**src/design/assert_macros.svh**
```systemverilog
// Assertion helpers shared by vce_fifo and vce_back.
`ifndef ASSERT_MACROS_SVH
`define ASSERT_MACROS_SVH

// Property holds at every clock edge outside reset.
`define VCE_ASSERT(lbl, clk, rst_n, prop) \
  lbl: assert property (@(posedge clk) disable iff (!rst_n) (prop)) \
    else $error("%m: check failed");

// Consequent holds in the cycle after the antecedent.
`define VCE_ASSERT_NEXT(lbl, clk, rst_n, ante, cons) \
  lbl: assert property (@(posedge clk) disable iff (!rst_n) (ante) |=> (cons)) \
    else $error("%m: check failed");

`endif

```
**src/design/vce_pkg.sv**
```systemverilog
// ----------------------------------------------------------------------------
// vce_pkg
// Types and constants for the visual character escape unit.
// ----------------------------------------------------------------------------
`default_nettype none

package vce_pkg;

  // mode_flags bit positions
  localparam int unsigned F_OCTAL   = 0;
  localparam int unsigned F_CSTYLE  = 1;
  localparam int unsigned F_SP      = 2;
  localparam int unsigned F_TAB     = 3;
  localparam int unsigned F_NL      = 4;
  localparam int unsigned F_SAFE    = 5;
  localparam int unsigned F_NOSLASH = 6;
  localparam int unsigned F_GLOB    = 7;

  localparam int unsigned FIFO_DEPTH = 2;
  localparam int unsigned MAX_CHARS  = 4;

  typedef struct packed {
    logic [7:0] char_in;
    logic [7:0] next_char;
  } in_word_t;

  typedef struct packed {
    logic [7:0] out_char;
    logic       last_of_run;
  } out_word_t;

  // One encoded item: characters in order, and index of the last one
  typedef struct packed {
    logic [MAX_CHARS-1:0][7:0]     chars;
    logic [$clog2(MAX_CHARS)-1:0]  last;
  } plan_t;

  typedef struct packed {
    logic full;
    logic empty;
  } fifo_status_t;

endpackage

`default_nettype wire

```
**src/design/vce_front.sv**
```systemverilog
// ----------------------------------------------------------------------------
// vce_front
// Accepts input words, classifies the byte and builds its character plan.
// ----------------------------------------------------------------------------
`default_nettype none

module vce_front (
  input  wire logic              clk_i,
  input  wire logic              rst_ni,
  input  wire logic [7:0]        mode_i,
  input  wire logic              in_valid_i,
  output logic                   in_stall_o,
  input  wire vce_pkg::in_word_t in_word_i,
  input  wire logic              fifo_full_i,
  output logic                   push_o,
  output vce_pkg::plan_t         plan_o
);

  localparam logic [7:0] CH_BSL   = 8'h5C;
  localparam logic [7:0] CH_ZERO  = 8'h30;
  localparam logic [7:0] CH_M     = 8'h4D;
  localparam logic [7:0] CH_CARET = 8'h5E;
  localparam logic [7:0] CH_DASH  = 8'h2D;
  localparam logic [7:0] CH_QUEST = 8'h3F;
  localparam logic [7:0] CH_SPACE = 8'h20;
  localparam logic [7:0] CH_DEL   = 8'h7F;

  function automatic logic is_graphic(input logic [7:0] c);
    return (c >= 8'h21) && (c <= 8'h7E);
  endfunction

  function automatic logic is_glob(input logic [7:0] c);
    return (c == 8'h2A) || (c == 8'h3F) || (c == 8'h5B) || (c == 8'h23);
  endfunction

  function automatic logic [7:0] cstyle_letter(input logic [7:0] c);
    logic [7:0] l;
    case (c)
      8'h0A:   l = 8'h6E;  // n
      8'h0D:   l = 8'h72;  // r
      8'h08:   l = 8'h62;  // b
      8'h07:   l = 8'h61;  // a
      8'h0B:   l = 8'h76;  // v
      8'h09:   l = 8'h74;  // t
      8'h0C:   l = 8'h66;  // f
      8'h20:   l = 8'h73;  // s
      default: l = 8'h00;
    endcase
    return l;
  endfunction

  function automatic vce_pkg::plan_t encode(input logic [7:0] c, input logic [7:0] f,
                                            input logic [7:0] nx);
    vce_pkg::plan_t p;
    logic       vis;
    logic [7:0] letter;
    logic [7:0] lo;
    logic [7:0] a;
    logic [7:0] b;
    logic       slash;
    p      = '0;
    vis    = (is_graphic(c) && (!is_glob(c) || !f[vce_pkg::F_GLOB]))
          || (!f[vce_pkg::F_SP]  && c == 8'h20)
          || (!f[vce_pkg::F_TAB] && c == 8'h09)
          || (!f[vce_pkg::F_NL]  && c == 8'h0A)
          || (f[vce_pkg::F_SAFE] &&
              (c == 8'h08 || c == 8'h07 || c == 8'h0D || is_graphic(c)));
    letter = cstyle_letter(c);
    lo     = {1'b0, c[6:0]};
    slash  = !f[vce_pkg::F_NOSLASH];
    if (lo < 8'h20 || lo == CH_DEL) begin
      a = CH_CARET;
      b = (lo == CH_DEL) ? CH_QUEST : (lo + 8'h40);
    end else begin
      a = CH_DASH;
      b = lo;
    end

    if (vis) begin
      p.chars[0] = c;
      p.chars[1] = CH_BSL;
      p.last     = (c == CH_BSL && slash) ? 2'd1 : 2'd0;
    end else if (f[vce_pkg::F_CSTYLE] && letter != 8'h00) begin
      p.chars[0] = CH_BSL;
      p.chars[1] = letter;
      p.last     = 2'd1;
    end else if (f[vce_pkg::F_CSTYLE] && c == 8'h00) begin
      p.chars[0] = CH_BSL;
      p.chars[1] = CH_ZERO;
      p.chars[2] = CH_ZERO;
      p.chars[3] = CH_ZERO;
      p.last     = (nx >= 8'h30 && nx <= 8'h37) ? 2'd3 : 2'd1;
    end else if (lo == CH_SPACE || f[vce_pkg::F_OCTAL] ||
                 (f[vce_pkg::F_GLOB] && is_glob(c))) begin
      p.chars[0] = CH_BSL;
      p.chars[1] = CH_ZERO | {6'd0, c[7:6]};
      p.chars[2] = CH_ZERO | {5'd0, c[5:3]};
      p.chars[3] = CH_ZERO | {5'd0, c[2:0]};
      p.last     = 2'd3;
    end else begin
      // meta form: optional backslash, optional M, then the pair
      unique case ({slash, c[7]})
        2'b11: begin
          p.chars = {b, a, CH_M, CH_BSL};
          p.last  = 2'd3;
        end
        2'b10: begin
          p.chars = {8'h00, b, a, CH_BSL};
          p.last  = 2'd2;
        end
        2'b01: begin
          p.chars = {8'h00, b, a, CH_M};
          p.last  = 2'd2;
        end
        default: begin
          p.chars = {8'h00, 8'h00, b, a};
          p.last  = 2'd1;
        end
      endcase
    end
    return p;
  endfunction

  logic           valid_q, valid_d;
  vce_pkg::plan_t plan_q, plan_d;
  logic           accept;

  assign push_o     = valid_q && !fifo_full_i;
  assign in_stall_o = valid_q && fifo_full_i;
  assign accept     = in_valid_i && !in_stall_o;
  assign plan_o     = plan_q;

  always_comb begin
    valid_d = valid_q;
    plan_d  = plan_q;
    if (accept) begin
      valid_d = 1'b1;
      plan_d  = encode(in_word_i.char_in, mode_i, in_word_i.next_char);
    end else if (push_o) begin
      valid_d = 1'b0;
    end
  end

  always_ff @(posedge clk_i or negedge rst_ni) begin
    if (!rst_ni) begin
      valid_q <= 1'b0;
    end else begin
      valid_q <= valid_d;
    end
  end

  always_ff @(posedge clk_i) begin
    plan_q <= plan_d;
  end

endmodule

`default_nettype wire

```
**src/design/vce_fifo.sv**
```systemverilog
// ----------------------------------------------------------------------------
// vce_fifo
// Short queue of character plans between the front and back parts.
// ----------------------------------------------------------------------------
`default_nettype none

`include "assert_macros.svh"

module vce_fifo #(
  parameter int unsigned DEPTH = vce_pkg::FIFO_DEPTH
) (
  input  wire logic            clk_i,
  input  wire logic            rst_ni,
  input  wire logic            push_i,
  input  wire vce_pkg::plan_t  wdata_i,
  input  wire logic            pop_i,
  output vce_pkg::plan_t       rdata_o,
  output vce_pkg::fifo_status_t status_o
);

  localparam int unsigned PTR_W = (DEPTH > 1) ? $clog2(DEPTH) : 1;
  localparam int unsigned CNT_W = $clog2(DEPTH + 1);

  vce_pkg::plan_t   mem_q [DEPTH];
  logic [PTR_W-1:0] wr_ptr_q, wr_ptr_d;
  logic [PTR_W-1:0] rd_ptr_q, rd_ptr_d;
  logic [CNT_W-1:0] count_q, count_d;

  assign status_o.full  = (count_q == CNT_W'(DEPTH));
  assign status_o.empty = (count_q == '0);
  assign rdata_o        = mem_q[rd_ptr_q];

  always_comb begin
    wr_ptr_d = wr_ptr_q;
    rd_ptr_d = rd_ptr_q;
    count_d  = count_q;
    if (push_i) begin
      wr_ptr_d = (wr_ptr_q == PTR_W'(DEPTH - 1)) ? '0 : wr_ptr_q + 1'b1;
    end
    if (pop_i) begin
      rd_ptr_d = (rd_ptr_q == PTR_W'(DEPTH - 1)) ? '0 : rd_ptr_q + 1'b1;
    end
    case ({push_i, pop_i})
      2'b10:   count_d = count_q + 1'b1;
      2'b01:   count_d = count_q - 1'b1;
      default: count_d = count_q;
    endcase
  end

  always_ff @(posedge clk_i or negedge rst_ni) begin
    if (!rst_ni) begin
      wr_ptr_q <= '0;
      rd_ptr_q <= '0;
      count_q  <= '0;
    end else begin
      wr_ptr_q <= wr_ptr_d;
      rd_ptr_q <= rd_ptr_d;
      count_q  <= count_d;
    end
  end

  always_ff @(posedge clk_i) begin
    if (push_i) begin
      mem_q[wr_ptr_q] <= wdata_i;
    end
  end

  `VCE_ASSERT(a_no_overflow, clk_i, rst_ni, !(push_i && status_o.full))
  `VCE_ASSERT(a_no_underflow, clk_i, rst_ni, !(pop_i && status_o.empty))
  `VCE_ASSERT(a_count_range, clk_i, rst_ni, count_q <= CNT_W'(DEPTH))

endmodule

`default_nettype wire

```
**src/design/vce_back.sv**
```systemverilog
// ----------------------------------------------------------------------------
// vce_back
// Walks a character plan, sending one character a cycle unless stalled.
// ----------------------------------------------------------------------------
`default_nettype none

`include "assert_macros.svh"

module vce_back (
  input  wire logic                  clk_i,
  input  wire logic                  rst_ni,
  input  wire vce_pkg::plan_t        plan_i,
  input  wire vce_pkg::fifo_status_t fifo_st_i,
  output logic                       pop_o,
  output logic                       out_valid_o,
  input  wire logic                  out_stall_i,
  output vce_pkg::out_word_t         out_word_o
);

  localparam int unsigned IDX_W = $clog2(vce_pkg::MAX_CHARS);

  vce_pkg::plan_t     cur_q, cur_d;
  logic               cur_valid_q, cur_valid_d;
  logic [IDX_W-1:0]   idx_q, idx_d;
  logic               out_valid_q, out_valid_d;
  vce_pkg::out_word_t out_q, out_d;
  logic               out_adv;
  logic               at_last;

  assign out_adv     = !out_valid_q || !out_stall_i;
  assign at_last     = (idx_q == cur_q.last);
  assign out_valid_o = out_valid_q;
  assign out_word_o  = out_q;

  always_comb begin
    cur_d       = cur_q;
    cur_valid_d = cur_valid_q;
    idx_d       = idx_q;
    out_valid_d = out_valid_q;
    out_d       = out_q;
    pop_o       = 1'b0;
    if (out_adv) begin
      out_valid_d = cur_valid_q;
      out_d       = '{out_char: cur_q.chars[idx_q], last_of_run: at_last};
      if (cur_valid_q) begin
        if (at_last) begin
          cur_valid_d = 1'b0;
        end else begin
          idx_d = idx_q + 1'b1;
        end
      end
    end
    // refill the plan register as the current one drains
    if (!cur_valid_d && !fifo_st_i.empty) begin
      pop_o       = 1'b1;
      cur_d       = plan_i;
      cur_valid_d = 1'b1;
      idx_d       = '0;
    end
  end

  always_ff @(posedge clk_i or negedge rst_ni) begin
    if (!rst_ni) begin
      cur_valid_q <= 1'b0;
      out_valid_q <= 1'b0;
      idx_q       <= '0;
    end else begin
      cur_valid_q <= cur_valid_d;
      out_valid_q <= out_valid_d;
      idx_q       <= idx_d;
    end
  end

  always_ff @(posedge clk_i) begin
    cur_q <= cur_d;
    out_q <= out_d;
  end

  `VCE_ASSERT(a_idx_in_plan, clk_i, rst_ni, !cur_valid_q || (idx_q <= cur_q.last))
  `VCE_ASSERT_NEXT(a_stall_holds, clk_i, rst_ni, out_valid_q && out_stall_i,
                   out_valid_q && $stable(out_q))

endmodule

`default_nettype wire

```
**src/design/visual_char_escape_unit.sv**
```systemverilog
// ----------------------------------------------------------------------------
// visual_char_escape_unit
// Visual encoding of one byte into one to four printable characters.
// ----------------------------------------------------------------------------
// Input channel: in_valid_i / in_stall_o carry a word holding the byte and
// the byte after it (used only for the NUL lookahead in C-style mode).
// Output channel: out_valid_o / out_stall_i carry one character a word, the
// final character of each byte flagged by last_of_run.
// mode_flags must be written through cfg_we_i / cfg_wdata_i only while idle;
// the block itself does not enforce this. The front stage encodes a byte into
// a character plan, a queue holds the plans and the back stage sends them out
// one character a cycle while the output is not stalled. A byte passes the
// front plan register, the queue, the back plan register and the output
// register. An input byte occupies the output for one word per character
// (1 to 4), and the front keeps taking words while the back is busy.
// Reset clears mode_flags and empties every stage. When the receiver stalls
// the output word holds, the queue fills and then in_stall_o rises.
// ----------------------------------------------------------------------------
`default_nettype none

module visual_char_escape_unit #(
  parameter int unsigned FIFO_DEPTH = vce_pkg::FIFO_DEPTH
) (
  input  wire logic               clk_i,
  input  wire logic               rst_ni,
  input  wire logic               cfg_we_i,
  input  wire logic [7:0]         cfg_wdata_i,
  input  wire logic               in_valid_i,
  output logic                    in_stall_o,
  input  wire vce_pkg::in_word_t  in_word_i,
  output logic                    out_valid_o,
  input  wire logic               out_stall_i,
  output vce_pkg::out_word_t      out_word_o
);

  logic [7:0]            mode_q;
  logic                  push;
  logic                  pop;
  vce_pkg::plan_t        front_plan;
  vce_pkg::plan_t        fifo_plan;
  vce_pkg::fifo_status_t fifo_st;

  always_ff @(posedge clk_i or negedge rst_ni) begin
    if (!rst_ni) begin
      mode_q <= '0;
    end else if (cfg_we_i) begin
      mode_q <= cfg_wdata_i;
    end
  end

  vce_front u_front (
    .clk_i       (clk_i),
    .rst_ni      (rst_ni),
    .mode_i      (mode_q),
    .in_valid_i  (in_valid_i),
    .in_stall_o  (in_stall_o),
    .in_word_i   (in_word_i),
    .fifo_full_i (fifo_st.full),
    .push_o      (push),
    .plan_o      (front_plan)
  );

  vce_fifo #(
    .DEPTH (FIFO_DEPTH)
  ) u_fifo (
    .clk_i    (clk_i),
    .rst_ni   (rst_ni),
    .push_i   (push),
    .wdata_i  (front_plan),
    .pop_i    (pop),
    .rdata_o  (fifo_plan),
    .status_o (fifo_st)
  );

  vce_back u_back (
    .clk_i       (clk_i),
    .rst_ni      (rst_ni),
    .plan_i      (fifo_plan),
    .fifo_st_i   (fifo_st),
    .pop_o       (pop),
    .out_valid_o (out_valid_o),
    .out_stall_i (out_stall_i),
    .out_word_o  (out_word_o)
  );

endmodule

`default_nettype wire

```
**config.mk**
```make
export PLATFORM = sky130hd
export DESIGN_NAME = visual_char_escape_unit
export DESIGN_NICKNAME = d
export VERILOG_FILES = /design/src/design/vce_pkg.sv /design/src/design/vce_front.sv /design/src/design/vce_fifo.sv /design/src/design/vce_back.sv /design/src/design/visual_char_escape_unit.sv
export VERILOG_INCLUDE_DIRS = /design/src /design/src/design
export SDC_FILE = /design/constraint.sdc
export NUM_CORES = 1
export LEC_CHECK = 0
export BUFFER_PORTS_ARGS = -buffer_cell sky130_fd_sc_hd__buf_2
export CORE_UTILIZATION = 55
export CTS_BUF_LIST = sky130_fd_sc_hd__clkbuf_4
export DETAILED_ROUTE_END_ITERATION = 12
export PLACE_DENSITY = 0.82
export SETUP_SLACK_MARGIN = 0.3
export SLEW_MARGIN = 20
export SYNTH_ARGS = -nofsm -noshare
export SYNTH_HDL_FRONTEND = slang
export SYNTH_SLANG_ARGS = --single-unit
```
**constraint.sdc**
```tcl
create_clock -name clk_i -period 4.95 [get_ports clk_i]
set_input_delay 0.495 -clock clk_i [delete_from_list [all_inputs] [get_ports clk_i]]
set_output_delay 0.495 -clock clk_i [all_outputs]
set_load 0.02 [all_outputs]
```
# Yosys cells after proc, flatten, opt, wreduce, memory -nomap -nowiden
# Memories as Yosys holds them, arrays and structs flattened. A register that Yosys moved wholly into a read port is not among the register bits.
# Cells that the tools add are included.
# totals
regBits,60
ram_bits,68
input_bits,29
out_inout_bits,11
word_cells,138
mem_count,1
# memory_table
memory,depth,word_bits,rd,rd_ports_with_merged_regs,wr,line,rtl
u_fifo.mem_q,2,34,1,1,1,vce_fifo.sv:24,vce_pkg::plan_t mem_q [DEPTH];
# op_classes
addsub,6
order_cmp,6
n_eq_ne,23
mux,30
n_reduce_logical,53
# ops
operator,n
one-hot mux 34 bit (3 select lines),1
2-to-1 mux 32 bit,2
one-hot mux 7 bit (8 select lines),1
== test 8 x 4 -> 1 bit (second input constant),6
== test 8 x 6 -> 1 bit (second input constant),4
2-to-1 mux 8 bit,4
2-to-1 mux 18 bit,1
binary-select mux 8 bit (select 2 bit),1
== test 8 x 7 -> 1 bit (second input constant),2
>= comparator 8 x 6 -> 1 bit (second input constant),2
logical AND 1 bit,15
logical OR 1 bit,15
logical NOT 1 bit,12
2-to-1 mux 1 bit,12
2-to-1 mux 10 bit,1
2-to-1 mux 2 bit,5
adder 7 x 7 -> 8 bit (second input constant),1
== test 2 bit (second input constant),4
== test 8 x 3 -> 1 bit (second input constant),1
less-or-equal comparator 8 x 6 -> 1 bit (second input constant),1
less-or-equal comparator 8 x 7 -> 1 bit (second input constant),1
logical NOT 8 bit,1
nonzero test 2 bit,4
nonzero test 8 bit,1
17 further kinds,20

# Depth between registers and ports, before layout
# Gate-level depths: netlist of the first run.
# logic_depth
depth_word,12
depth_mapped,10
depth_no_buf,9

# By module
# Synthesis of the first run repeated with hierarchy kept, for this count alone.
# hier_totals
cells_unflattened,434
area_unflattened_um2,7021.7
# by_module_without_submodules
mod,n_inst,cells_per_inst,area_each_um2,seq_area_each_um2
vce_fifo,1,122,2788.9,2142.1
vce_front,1,218,2194.6,1046.0
vce_back,1,77,1706.6,1391.3
visual_char_escape_unit,1,17,331.6,200.2

# Worst setup path before layout of the first run
# Ideal clock, no wire load.
# synth_timing
path_kind,register to register
from,reg u_back.idx_q[0]
to,reg u_fifo.count_q[1]
setup_ns,0.079
arrival_ns,3.562
t_required_ns,4.871
path_slack_ns,1.309
stages_incl_launch_ff,10
n_path_buf,1
synth_period_minus_slack_ns,3.641
cell_sequence,dfrtp_1 > clkbuf_1 > xnor2_1 > nand2_1 > inv_1 > nand2_1 > a21oi_1 > ha_1 > nor2_1 > xor2_1
# synth_between
elab_chain_cells,9
elab_cells_between_ends,11
cone_classes,eq/ne (3); mux (5); reduce/logical (3)
# synth_lines
item,line,rtl
"start, declared",vce_back.sv:24,"logic [IDX_W-1:0] idx_q, idx_d;"
"start signal, assigned",vce_back.sv:70,idx_q <= idx_d;
== test 2 bit *,vce_back.sv:31,assign at_last = (idx_q == cur_q.last);
via u_back.at_last,vce_back.sv:28,logic at_last;
2-to-1 mux 1 bit *,vce_back.sv:46,if (at_last) begin
2-to-1 mux 1 bit *,vce_back.sv:45,if (cur_valid_q) begin
2-to-1 mux 1 bit *,vce_back.sv:42,if (out_adv) begin
logical NOT 1 bit *,vce_back.sv:54,if (!cur_valid_d && !fifo_st_i.empty) begin
logical AND 1 bit *,vce_back.sv:54,
2-to-1 mux 1 bit *,vce_back.sv:54,
via pop,visual_char_escape_unit.sv:38,logic pop;
== test 2 x 1 -> 1 bit / == test 2 bit (equally long branches),vce_fifo.sv:43,"case ({push_i, pop_i})"
one-hot mux 2 bit (2 select lines) / nonzero test 2 bit (equally long branches),n/a,
"end signal, assigned",vce_fifo.sv:58,count_q <= count_d;
"end, declared",vce_fifo.sv:27,"logic [CNT_W-1:0] count_q, count_d;"
# The timed path passes the listed nets; every way through them passes the cells marked *.
# A chain may end at the register's enable or synchronous reset.

# Final worst setup path of the first run
# Ends and elaborated chain as after synthesis.

==> results of run 1 <==
==> timing repair <==
item	4_1_cts	5_1_grt
buffers inserted	0	0
endpoints found under the hold margin	17	0
hold buffers	1	0
==> worst max-delay path by stage <==
stage	slack (ns)	to	depth (start not counted)	startpoint
finish	2.22	u_fifo.count_q[1]	9	u_back.idx_q[0]
global route	1.99	u_fifo.count_q[1]	9	u_back.idx_q[0]
CTS	2.16	u_fifo.count_q[1]	9	u_back.idx_q[0]
detailed placement	1.81	u_front.plan_o[28]	7	in_word_i[9]
global placement	1.92	u_front.plan_o[28]	7	in_word_i[9]
floorplan	1.31	u_fifo.count_q[1]	9	u_back.idx_q[0]
==> state kept, by name (all words and copies together), names as in the netlist, 2 cells and up <==
register,cells
u_back.idx_q,2
mode_q,8
u_fifo.mem_q,68
u_front.plan_o,34
u_fifo.count_q,2
u_back.cur_q,34
u_back.out_word_o,9
==> Yosys cell counts, types with 5 or more instances <==
library cell	instances	share of area [%]
buf_2	5	0.37
o21ai_0	15	1.1
mux4_2	8	2.7
nor2_1	18	0.99
xnor2_1	5	0.64
clkbuf_1	13	0.72
inv_1	12	0.66
nor4_1	6	0.55
mux2_2	39	6.5
nor3_1	8	0.59
nand2_1	32	1.8
dfrtp_1	17	6.3
o31ai_1	6	0.66
nand3_1	6	0.44
ha_1	5	0.92
edfxtp_1	145	64
nand2b_1	7	0.64
a21oi_1	21	1.5
==> layer usage <==
metal  vias up  routed length, um  GRT usage, %  share of wire, %
met5         -                  0             0                 0
met4         0                172         7.632               1.5
met3        18                650         5.678               5.8
met2       132               5529         31.29                49
met1      1792               4920         24.33                44
li1       1774                  -             -                 -
==> worst max-delay path, stage by stage, from the launching register on <==
cell,delay [ns]
dfrtp_1,0.85
xnor2_1,0.19
nand2_1,0.15
inv_1,0.12
nand2_1,0.11
a21oi_4,0.17
buf_4,0.43
ha_1,0.35
nor2_1,0.14
xor2_1,0.15
==> cell families after synthesis <==
family | after synthesis
mux | 47
buf+inv | 37
simple gates | 104
other cells | 1
flops | 162
fa+ha+maj | 5
xor+xnor | 9
compound gates | 77
==> cell type report <==
type                       instances  area [um^2]  area share, %
inverter                          12        45.04         0.6134
sequential                       162         4780          65.09
tap                              147        183.9          2.505
clock inverter                     9        66.31         0.9031
multi-input combinational        246         1876          25.54
timing repair buffer              42        227.7          3.101
clock buffer                      22        165.2          2.249
==> metrics by stage <==
step	utilization [%]	hold slack [ns]	setup WS (ns)	cells	power, mW
after floorplan	-	0.1994	1.309	445	2.895
final	61.14	0.1546	2.220	640	3.787
after detailed placement	59.13	0.4296	1.806	608	3.173
after global routing	61.14	0.1241	1.992	640	3.989
after global placement	59.13	0.4222	1.919	608	3.118
after CTS	61.14	0.1182	2.162	640	3.832
==> where the power goes <==
group	switching (mW)	internal, mW	leakage (nW)
clock	0.400	0.264	0.131
combinational	0.521	0.394	0.905
sequential	0.160	2.05	1.56
total	1.08	2.71	2.60
==> flow_summary_export.csv, run 1 <==
group,metric,value,unit
synthesis,synthSimpleGateAreaFrac,8.177,%
synthesis,synthXorXnorAreaFrac,1.160,%
grt,grt-ovfl-total,0,
route,vias_per_cell,5.806,
route,wl_per_cell,17.61,um
job,maxCapViolCount,0,
timing,min_period_over_period,55.16,%
synthesis,ys_async_sr_fraction,10.49,%
critical_path,reg2reg_slack,2.22,ns
die,die_h,113.1,um
clock_tree,clk_pin_slew,0.13,ns
synthesis,synth_top_family_by_area,"multiplexers",
hold_path,hold_depth,3,
synthesis,ys_warn_count,0,
die,die_w,113.1,um
critical_path,rr_worst_depth,9,
power,power_density,515.7,nW/um^2
clock_tree,clock_latency,0.55,ns
critical_path,startpoint_type,"flop",
timing,timing.final.max_slew_violations,0,
synthesis,synth-main-ff-cell,"edfxtp_1",
die,die_area,12800,um^2
timing,tightest_slew,0.9991,ns
finish,final_cell_mix,"edfxtp_1, mux2_2, buf_2, nand2_1, clkbuf_4",
synthesis,ys_ff_latch,162,
critical_path,timing.rr.start,"u_back.idx_q[0]",
synthesis,muxShareOfSynthArea,9.116,%
clock_tree,cts_resized,0,
clock_tree,cts_max_level,4,
route,routed-via-count,3716,
power,peakVddDrop,0.1867,mV
grt,antenna_found_initial,0,
clock_tree,clock_path_buffers,2,
clock_tree,numCtsBuffers,17,
critical_path,end_kind,"flop",
synthesis,synth_compound_area_share,7.808,%
route,drcViolationCount,0,
route,antenna_left,0,
critical_path,cp.required,5.42,ns
finish,final_nets,515,
timing,slew-limit-headroom,32.83,%
timing,worst_clock_skew,0.01447,ns
place,dpl-instance-area,7102,um^2
hold_path,hold_class,"in -> reg",
timing,fin_crit,2.730,ns
route,drt-initial-drc-count,332,
synthesis,avgSynthCellArea,15.37,um^2
critical_path,cp.arrival,3.20,ns
die,rows,40,
clock_tree,cts_tree,"done",
synthesis,syn_area,6794,um^2
hold_path,min_from,"cfg_wdata_i[7]",
route,drtPass1Iterations,5,
finish,final_common_cell,"edfxtp_1",
finish,antenna_cells,0,
die,io_pins,40,
power,p_leak,2.597,nW
critical_path,cp_max_fo,36,
finish,drive_gt1_share,25.56,%
grt,grt_pass1_vias,3683,
critical_path,critPathKind,"reg -> reg",
timing,setup_viol,0,
clock_tree,root_buffer,"clkbuf_4",
grt,grtUsageTotal,19.21,%
timing,clock.fmax,366.2,MHz
timing,fin_setup_tns,0,ns
critical_path,reg2reg_to,"u_fifo.count_q[1]",
finish,design_area,7343,um^2
route,wirelength,11270,um
die,coreArea,12010,um^2
grt,grt_pass1_wl,18430,um
outcome,status,"completed",
synthesis,yosys.area_share.adder,0.9208,%
synthesis,synth-edff-count,145,
finish,nFillCells,900,
place,port_buffers,36,
finish,area_growth,8.085,%
synthesis,yosysSeqAreaShare,70.35,%
synthesis,synth_cell_types,62,
timing,hold_violations,0,
clock_tree,clkSinkCount,162,
place,dp_hpwl,7238,um
place,gp_congestion,0.8772,
synthesis,syn_inst,442,
hold_path,whs_endpoint,"mode_q[7]",
timing,rsz0062_at_grt,"false",
grt,grt_max_degree,37,
die,start_util,56.56,%
Note: power is estimated with default switching activity, not from simulation.
==> run 2, diff against run 1 <==
--- a/config.mk
+++ b/config.mk
@@ -6,11 +6,12 @@
 export SDC_FILE = /design/constraint.sdc
 export NUM_CORES = 1
 export LEC_CHECK = 0
+export ABC_AREA = 1
 export BUFFER_PORTS_ARGS = -buffer_cell sky130_fd_sc_hd__buf_2
 export CORE_UTILIZATION = 55
 export CTS_BUF_LIST = sky130_fd_sc_hd__clkbuf_4
 export DETAILED_ROUTE_END_ITERATION = 12
-export PLACE_DENSITY = 0.82
+export PLACE_DENSITY = 0.85
 export SETUP_SLACK_MARGIN = 0.3
 export SLEW_MARGIN = 20
 export SYNTH_ARGS = -nofsm -noshare
==> constraint.sdc (replaced) <==
create_clock -name clk_i -period 2.3 [get_ports clk_i]
set_input_delay 0.23 -clock clk_i [delete_from_list [all_inputs] [get_ports clk_i]]
set_output_delay 0.23 -clock clk_i [all_outputs]
set_load 0.02 [all_outputs]
==> run 2 against run 1 <==
Effect of this change:
- flip-flop and latch count did not move
- highest routed layer unchanged
- critical path type unchanged
- routed wire length rose by 17%
- setup slack got worse by 1.8 ns
- area after synthesis rose by 1.2%
- sequential share of layout area fell by 3.8 points
- first-iteration DRC count rose by 5.4%
- clock power rose to 2.7 times the previous value
- largest cell class unchanged
- global-route usage rose by 3.2 points
==> flow_summary_export.csv, run 2 <==
group,metric,value,unit
grt,grtUsageTotal,22.40,%
critical_path,cp.arrival,2.15,ns
critical_path,cp.required,2.59,ns
clock_tree,clock_path_buffers,2,
timing,worst_clock_skew,0.01939,ns
clock_tree,cts_tree,"done",
grt,grt-ovfl-total,0,
route,wirelength,13230,um
route,routed-via-count,4508,
grt,grt_pass1_wl,21510,um
critical_path,cp_slowest_cell,"dfrtp_1",
die,rows,40,
timing,setup_viol,0,
critical_path,reg2reg_to,"u_front.plan_o[10]",
clock_tree,root_buffer,"clkbuf_4",
clock_tree,clock_latency,0.53,ns
finish,final_nets,696,
synthesis,synth-edff-count,145,
hold_path,hold_class,"in -> reg",
critical_path,timing.rr.start,"mode_q[6]",
route,vias_per_cell,5.348,
finish,utilization,64.42,%
critical_path,cp_max_fo,13,
grt,grt_pass1_vias,4469,
route,wl_per_cell,15.69,um
synthesis,yosysMostFrequentCell,"nand2_1",
synthesis,ys_ff_latch,162,
job,maxCapViolCount,0,
timing,min_period_over_period,80.52,%
timing,slew-limit-headroom,65.49,%
synthesis,synthTopCellsByCount,"nand2_1, edfxtp_1, nor2_1, o21ai_0, inv_1",
timing,fin_crit,1.852,ns
synthesis,synth_cell_types,34,
synthesis,yosysSeqAreaShare,69.53,%
finish,drive_gt1_share,19.70,%
synthesis,ys_async_sr_fraction,10.49,%
route,drcViolationCount,0,
place,port_buffers,36,
die,die_w,113.8,um
synthesis,synth_top_area_cell,"edfxtp_1",
clock_tree,clk_pin_slew,0.13,ns
critical_path,reg2reg_slack,0.45,ns
clock_tree,postCtsSetupRepairBufs,0,
die,coreArea,12110,um^2
finish,area_growth,13.51,%
place,gp_congestion,0.9184,
clock_tree,clkSinkCount,162,
finish,final_cell_mix,"nand2_1, edfxtp_1, nor2_1, buf_2",
critical_path,rr_worst_depth,7,
hold_path,min_from,"cfg_we_i",
hold_path,whs_endpoint,"mode_q[6]",
route,drt-initial-drc-count,350,
timing,clock.fmax,540.0,MHz
place,dp_hpwl,8754,um
timing,hold_violations,0,
timing,tightest_slew,0.5170,ns
finish,design_area,7802,um^2
die,io_pins,40,
outcome,status,"completed",
die,start_util,56.76,%
route,antenna_left,0,
timing,holdWs,0.05944,ns
synthesis,synth-main-ff-cell,"edfxtp_1",
grt,antenna_found_initial,0,
synthesis,synthTopCellsByArea,"edfxtp_1, nand2_1, dfrtp_1",
synthesis,syn_area,6874,um^2
finish,largest_reg_flops,68,
critical_path,worstPathCellList,"ha_2, clkinvlp_4, nand2_1, o21ai_0, nand3b_1, nand3_1, a21oi_1",
critical_path,critPathKind,"reg -> reg",
grt,grt_max_degree,37,
synthesis,synth_top_area_share,63.34,%
timing,fin_setup_tns,0,ns
synthesis,ys_warn_count,0,
clock_tree,cts_max_level,4,
timing,timing.final.max_slew_violations,0,
critical_path,cpPeakStageDelay,0.40,ns
synthesis,syn_inst,599,
clock_tree,numCtsBuffers,17,
timing,rsz0062_at_grt,"false",
finish,final_common_cell,"nand2_1",
place,dpl-instance-area,7371,um^2
route,drtPass1Iterations,5,
finish,antenna_cells,0,
power,p_leak,3.150,nW
critical_path,startpoint_type,"flop",
critical_path,end_kind,"flop",
synthesis,avgSynthCellArea,11.48,um^2
finish,largest_register,"u_fifo.mem_q",
power,peakVddDrop,0.4458,mV
die,die_area,12950,um^2
power,power_density,1156,nW/um^2
die,die_h,113.8,um
hold_path,hold_depth,3,
power,p_total,9.019,mW
## run 2: cell types whose count changed after synthesis, moves of 9 or more
| cell | change |
|---|---|
| nand2_4 | +10 |
| mux2_2 | -34 |
| inv_2 | +9 |
| inv_1 | +20 |
| nand2_1 | +149 |
| nor2_1 | +32 |
| nor2_2 | +11 |
| o21ai_0 | +18 |
| o22ai_1 | +12 |
## run 2: logic make-up (layout without fill, tap and decap cells)
group	Yosys count	in the layout	share of synthesized area [%]
xor gates and xnor gates	6	6	0.7646
other	1	4	0.05455
and+or+nand+nor	289	289	18.95
DFF	162	162	69.53
muxes	5	5	0.8190
adders and majority gates	5	5	0.9101
buffers and inverters	58	131	3.258
AOI/OAI and AO/OA	73	73	5.716
## run 2: layout make-up
cell class                 instances  area, um^2
multi-input combinational        382        1938
clock buffer                      18       135.1
sequential                       162        4780
tap                              168       210.2
clock inverter                    14       186.4
timing repair buffer              57       391.6
fill                             918        4309
inverter                          42       161.4
## run 2: critical path, delay by kind of cell, from the launching register on
family	cells	cell delay, ns
simple gates	3	0.48
flops	1	0.40
fa+ha+maj	1	0.30
compound gates	2	0.18
buf+inv	1	0.25
## run 2: where the power goes
| group | internal, mW | switching [mW] |
|---|---|---|
| clock network | 0.872 | 0.948 |
| logic | 0.772 | 1.69 |
| registers | 4.45 | 0.291 |
## run 2: how the worst max path moves through the flow
stage | from | endpoint | slack (ns) | depth (start not counted)
floorplan | u_back.idx_q[0] | u_fifo.count_q[1] | 0.03 | 10
global placement | in_word_i[15] | u_front.plan_o[10] | 0.29 | 9
detailed placement | in_word_i[15] | u_front.plan_o[24] | 0.28 | 9
CTS | mode_q[6] | u_front.plan_o[24] | 0.34 | 7
global route | u_back.cur_q[0] | u_back.idx_q[1] | 0.32 | 9
finish | mode_q[6] | u_front.plan_o[10] | 0.45 | 7
## run 2: what timing repair did
item | in CTS | in global routing
resized for setup | 0 | 3
hold endpoints to repair | 26 | 0
setup endpoints to repair | 0 | 6
hold buffers | 10 | 0
## run 2: per-layer routing
metal,GRT usage (%),wire (um),vias to the layer above
met2,38.41,6703,173
li1,-,-,2173
met3,4.942,687,30
met5,0,0,-
met4,12.47,398,0
met1,26.32,5436,2132
## run 2: per-stage QoR
| step | cells | setup WS (ns) |
|---|---|---|
| detailed placement | 801 | 0.2846 |
| CTS | 843 | 0.3411 |
| finish | 843 | 0.4480 |
| floorplan | 602 | 0.02861 |
| global route | 843 | 0.3156 |
| global placement | 801 | 0.2880 |
==> run 3, diff against run 2 <==
--- a/config.mk
+++ b/config.mk
@@ -11,7 +11,7 @@
 export CORE_UTILIZATION = 55
 export CTS_BUF_LIST = sky130_fd_sc_hd__clkbuf_4
 export DETAILED_ROUTE_END_ITERATION = 12
-export PLACE_DENSITY = 0.85
+export PLACE_DENSITY = 0.82
 export SETUP_SLACK_MARGIN = 0.3
 export SLEW_MARGIN = 20
 export SYNTH_ARGS = -nofsm -noshare
==> constraint.sdc (replaced) <==
create_clock -name clk_i -period 1.9 [get_ports clk_i]
set_input_delay 0.19 -clock clk_i [delete_from_list [all_inputs] [get_ports clk_i]]
set_output_delay 0.19 -clock clk_i [all_outputs]
set_load 0.02 [all_outputs]
==> run 3 against run 2 <==
Effect of this change:
- the run now ends with negative hold slack left
- setup slack got worse by 0.23 ns
- flip-flop and latch count did not move
- die area unchanged
- final cell count increased by 7.1%
- first-iteration DRC count fell by 2.0%
- critical path depth did not move
- global-route usage grew 0.44 points
- design area is 8.9% higher
- maximum frequency is 10% higher
- total power rose by 25%
- combinational power is 55% higher
- sequential share of layout area shrank 5.0 points
==> flow_summary_export.csv, run 3 (same netlist as run 2, synthesis figures left out) <==
group,metric,value,unit
power,p_leak,3.431,nW
clock_tree,cts_tree,"done",
timing,clock.fmax,595.1,MHz
finish,multi_input_area,2108,um^2
place,port_buffers,36,
die,die_h,113.8,um
die,rows,40,
clock_tree,clk_pin_slew,0.14,ns
finish,ff_latch_area,4781,um^2
critical_path,startpoint_type,"flop",
route,wl_per_cell,16.00,um
clock_tree,cts_max_level,4,
place,dp_hpwl,9405,um
finish,nFillCells,858,
critical_path,cp_max_fo,18,
job,maxCapViolCount,0,
finish,largest_register,"u_fifo.mem_q",
timing,min_period_over_period,88.44,%
route,drtPass1Iterations,4,
outcome,status,"complete, but fails checks",
timing,rsz0062_at_grt,"true",
grt,grt_pass1_vias,4768,
finish,layoutNonFillerInstCount,903,
die,die_w,113.8,um
grt,grt_max_degree,37,
finish,antenna_cells,0,
clock_tree,numCtsBuffers,17,
power,peakVddDrop,0.5467,mV
clock_tree,clock_latency,0.55,ns
timing,holdWs,-0.01621,ns
finish,final_common_cell,"nand2_1",
place,dp.cells,832,
finish,area_growth,23.55,%
finish,drive_gt1_share,30.75,%
die,die_area,12950,um^2
hold_path,hold_class,"in -> reg",
grt,antenna_found_initial,0,
finish,final_nets,756,
critical_path,cp.required,2.17,ns
route,drcViolationCount,0,
clock_tree,root_buffer,"clkbuf_4",
timing,worst_clock_skew,0.02061,ns
outcome,failed_checks,"negative hold slack",
timing,fin_setup_tns,0,ns
critical_path,end_kind,"flop",
timing,timing.final.max_slew_violations,0,
route,vias_per_cell,5.264,
finish,largest_reg_flops,68,
route,routed-via-count,4753,
route,antenna_left,0,
finish,final_cell_mix,"nand2_1, edfxtp_1, buf_4, nor2_1, buf_2",
place,gp_congestion,0.9996,
clock_tree,clock_path_buffers,2,
timing,setup_viol,0,
route,drt-initial-drc-count,343,
timing,hold_violations,1,
route,wirelength,14450,um
timing,fin_crit,1.680,ns
critical_path,cp.arrival,1.95,ns
clock_tree,clkSinkCount,162,
grt,grtUsageTotal,22.84,%
die,start_util,56.76,%
die,coreArea,12110,um^2
critical_path,critPathKind,"reg -> reg",
power,power_density,1326,nW/um^2
grt,grt_pass1_wl,22030,um
grt,grt-ovfl-total,0,
die,io_pins,40,
run 3: changes by cell type in the layout (fill, tap and decap cells not counted), moves of 7 or more:
| cell | before | now |
|---|---|---|
| nand2_2 | 5 | 12 |
| nand2_1 | 180 | 171 |
| dlygate4sd3_1 | 10 | 17 |
| inv_1 | 31 | 22 |
| buf_4 | 8 | 49 |
| o21ai_0 | 31 | 22 |
run 3: power breakdown:
part	total [mW]	switching (mW)	internal (mW)
logic	3.81	2.34	1.48
clock network	1.70	1.18	0.521
registers	5.74	0.361	5.38
run 3: timing repair:
action                                  in CTS  in global routing
resized for setup                           17                 52
endpoints found under the hold margin       30                  0
pin swaps                                    6                 12
endpoints found under the setup margin     152                170
cloned                                       0                  6
buffers inserted                             8                  8
hold buffers                                20                  0
run 3: worst paths after layout:
| path | from | to | slack (ns) | cells after the start |
|---|---|---|---|---|
| worst max-delay path | u_back.idx_q[1] | u_back.cur_q[9] | 0.22 | 7 |
| max in group asynchronous | rst_ni | mode_q[6] | 1.43 | 2 |
| worst min register to register | u_front.plan_o[31] | u_fifo.mem_q[1][31] | 0.46 | 0 |
| min in group asynchronous | rst_ni | u_back.out_valid_o | 0.12 | 2 |
| worst min-delay path | cfg_we_i | mode_q[6] | -0.02 | 2 |
| worst max register to register | u_back.idx_q[1] | u_back.cur_q[9] | 0.22 | 7 |
run 3: final cells by class:
class	count	area share [%]
Multi-Input combinational cell	382	24.82
Sequential cell	162	56.29
Clock buffer	17	1.503
Timing Repair Buffer	117	11.52
Clock inverter	15	1.296
Inverter	42	2.092
Tap cell	168	2.475
run 3: critical path, cell delays in order, from the launching register on:
cell       delay, ns
dfrtp_1         0.44
xnor2_2         0.16
nand2_1         0.09
nand2_2         0.09
o21ai_4         0.07
a21oi_4         0.15
buf_6           0.19
clkbuf_16       0.20
run 3: layer usage:
metal / vias up / part of all wire, % / global-route usage, %
li1: 2289 / - / -
met1: 2250 / 39 / 26.30
met2: 171 / 52 / 38.41
met3: 43 / 5.0 / 5.685
met4: 0 / 4.1 / 14.55
met5: - / 0 / 0
run 3: per-stage QoR:
step / power, mW / setup WS (ns) / instance area [um^2] / utilization [%]
floorplan: 7.791 / -0.3714 / 6963 / -
global placement: 8.639 / -0.002233 / 7620 / 62.91
detailed placement: 8.853 / -0.01071 / 7620 / 62.91
CTS: 10.65 / 0.2111 / 8152 / 67.30
global route: 11.86 / 0.1429 / 8493 / 70.12
finish: 11.26 / 0.2196 / 8493 / 70.12
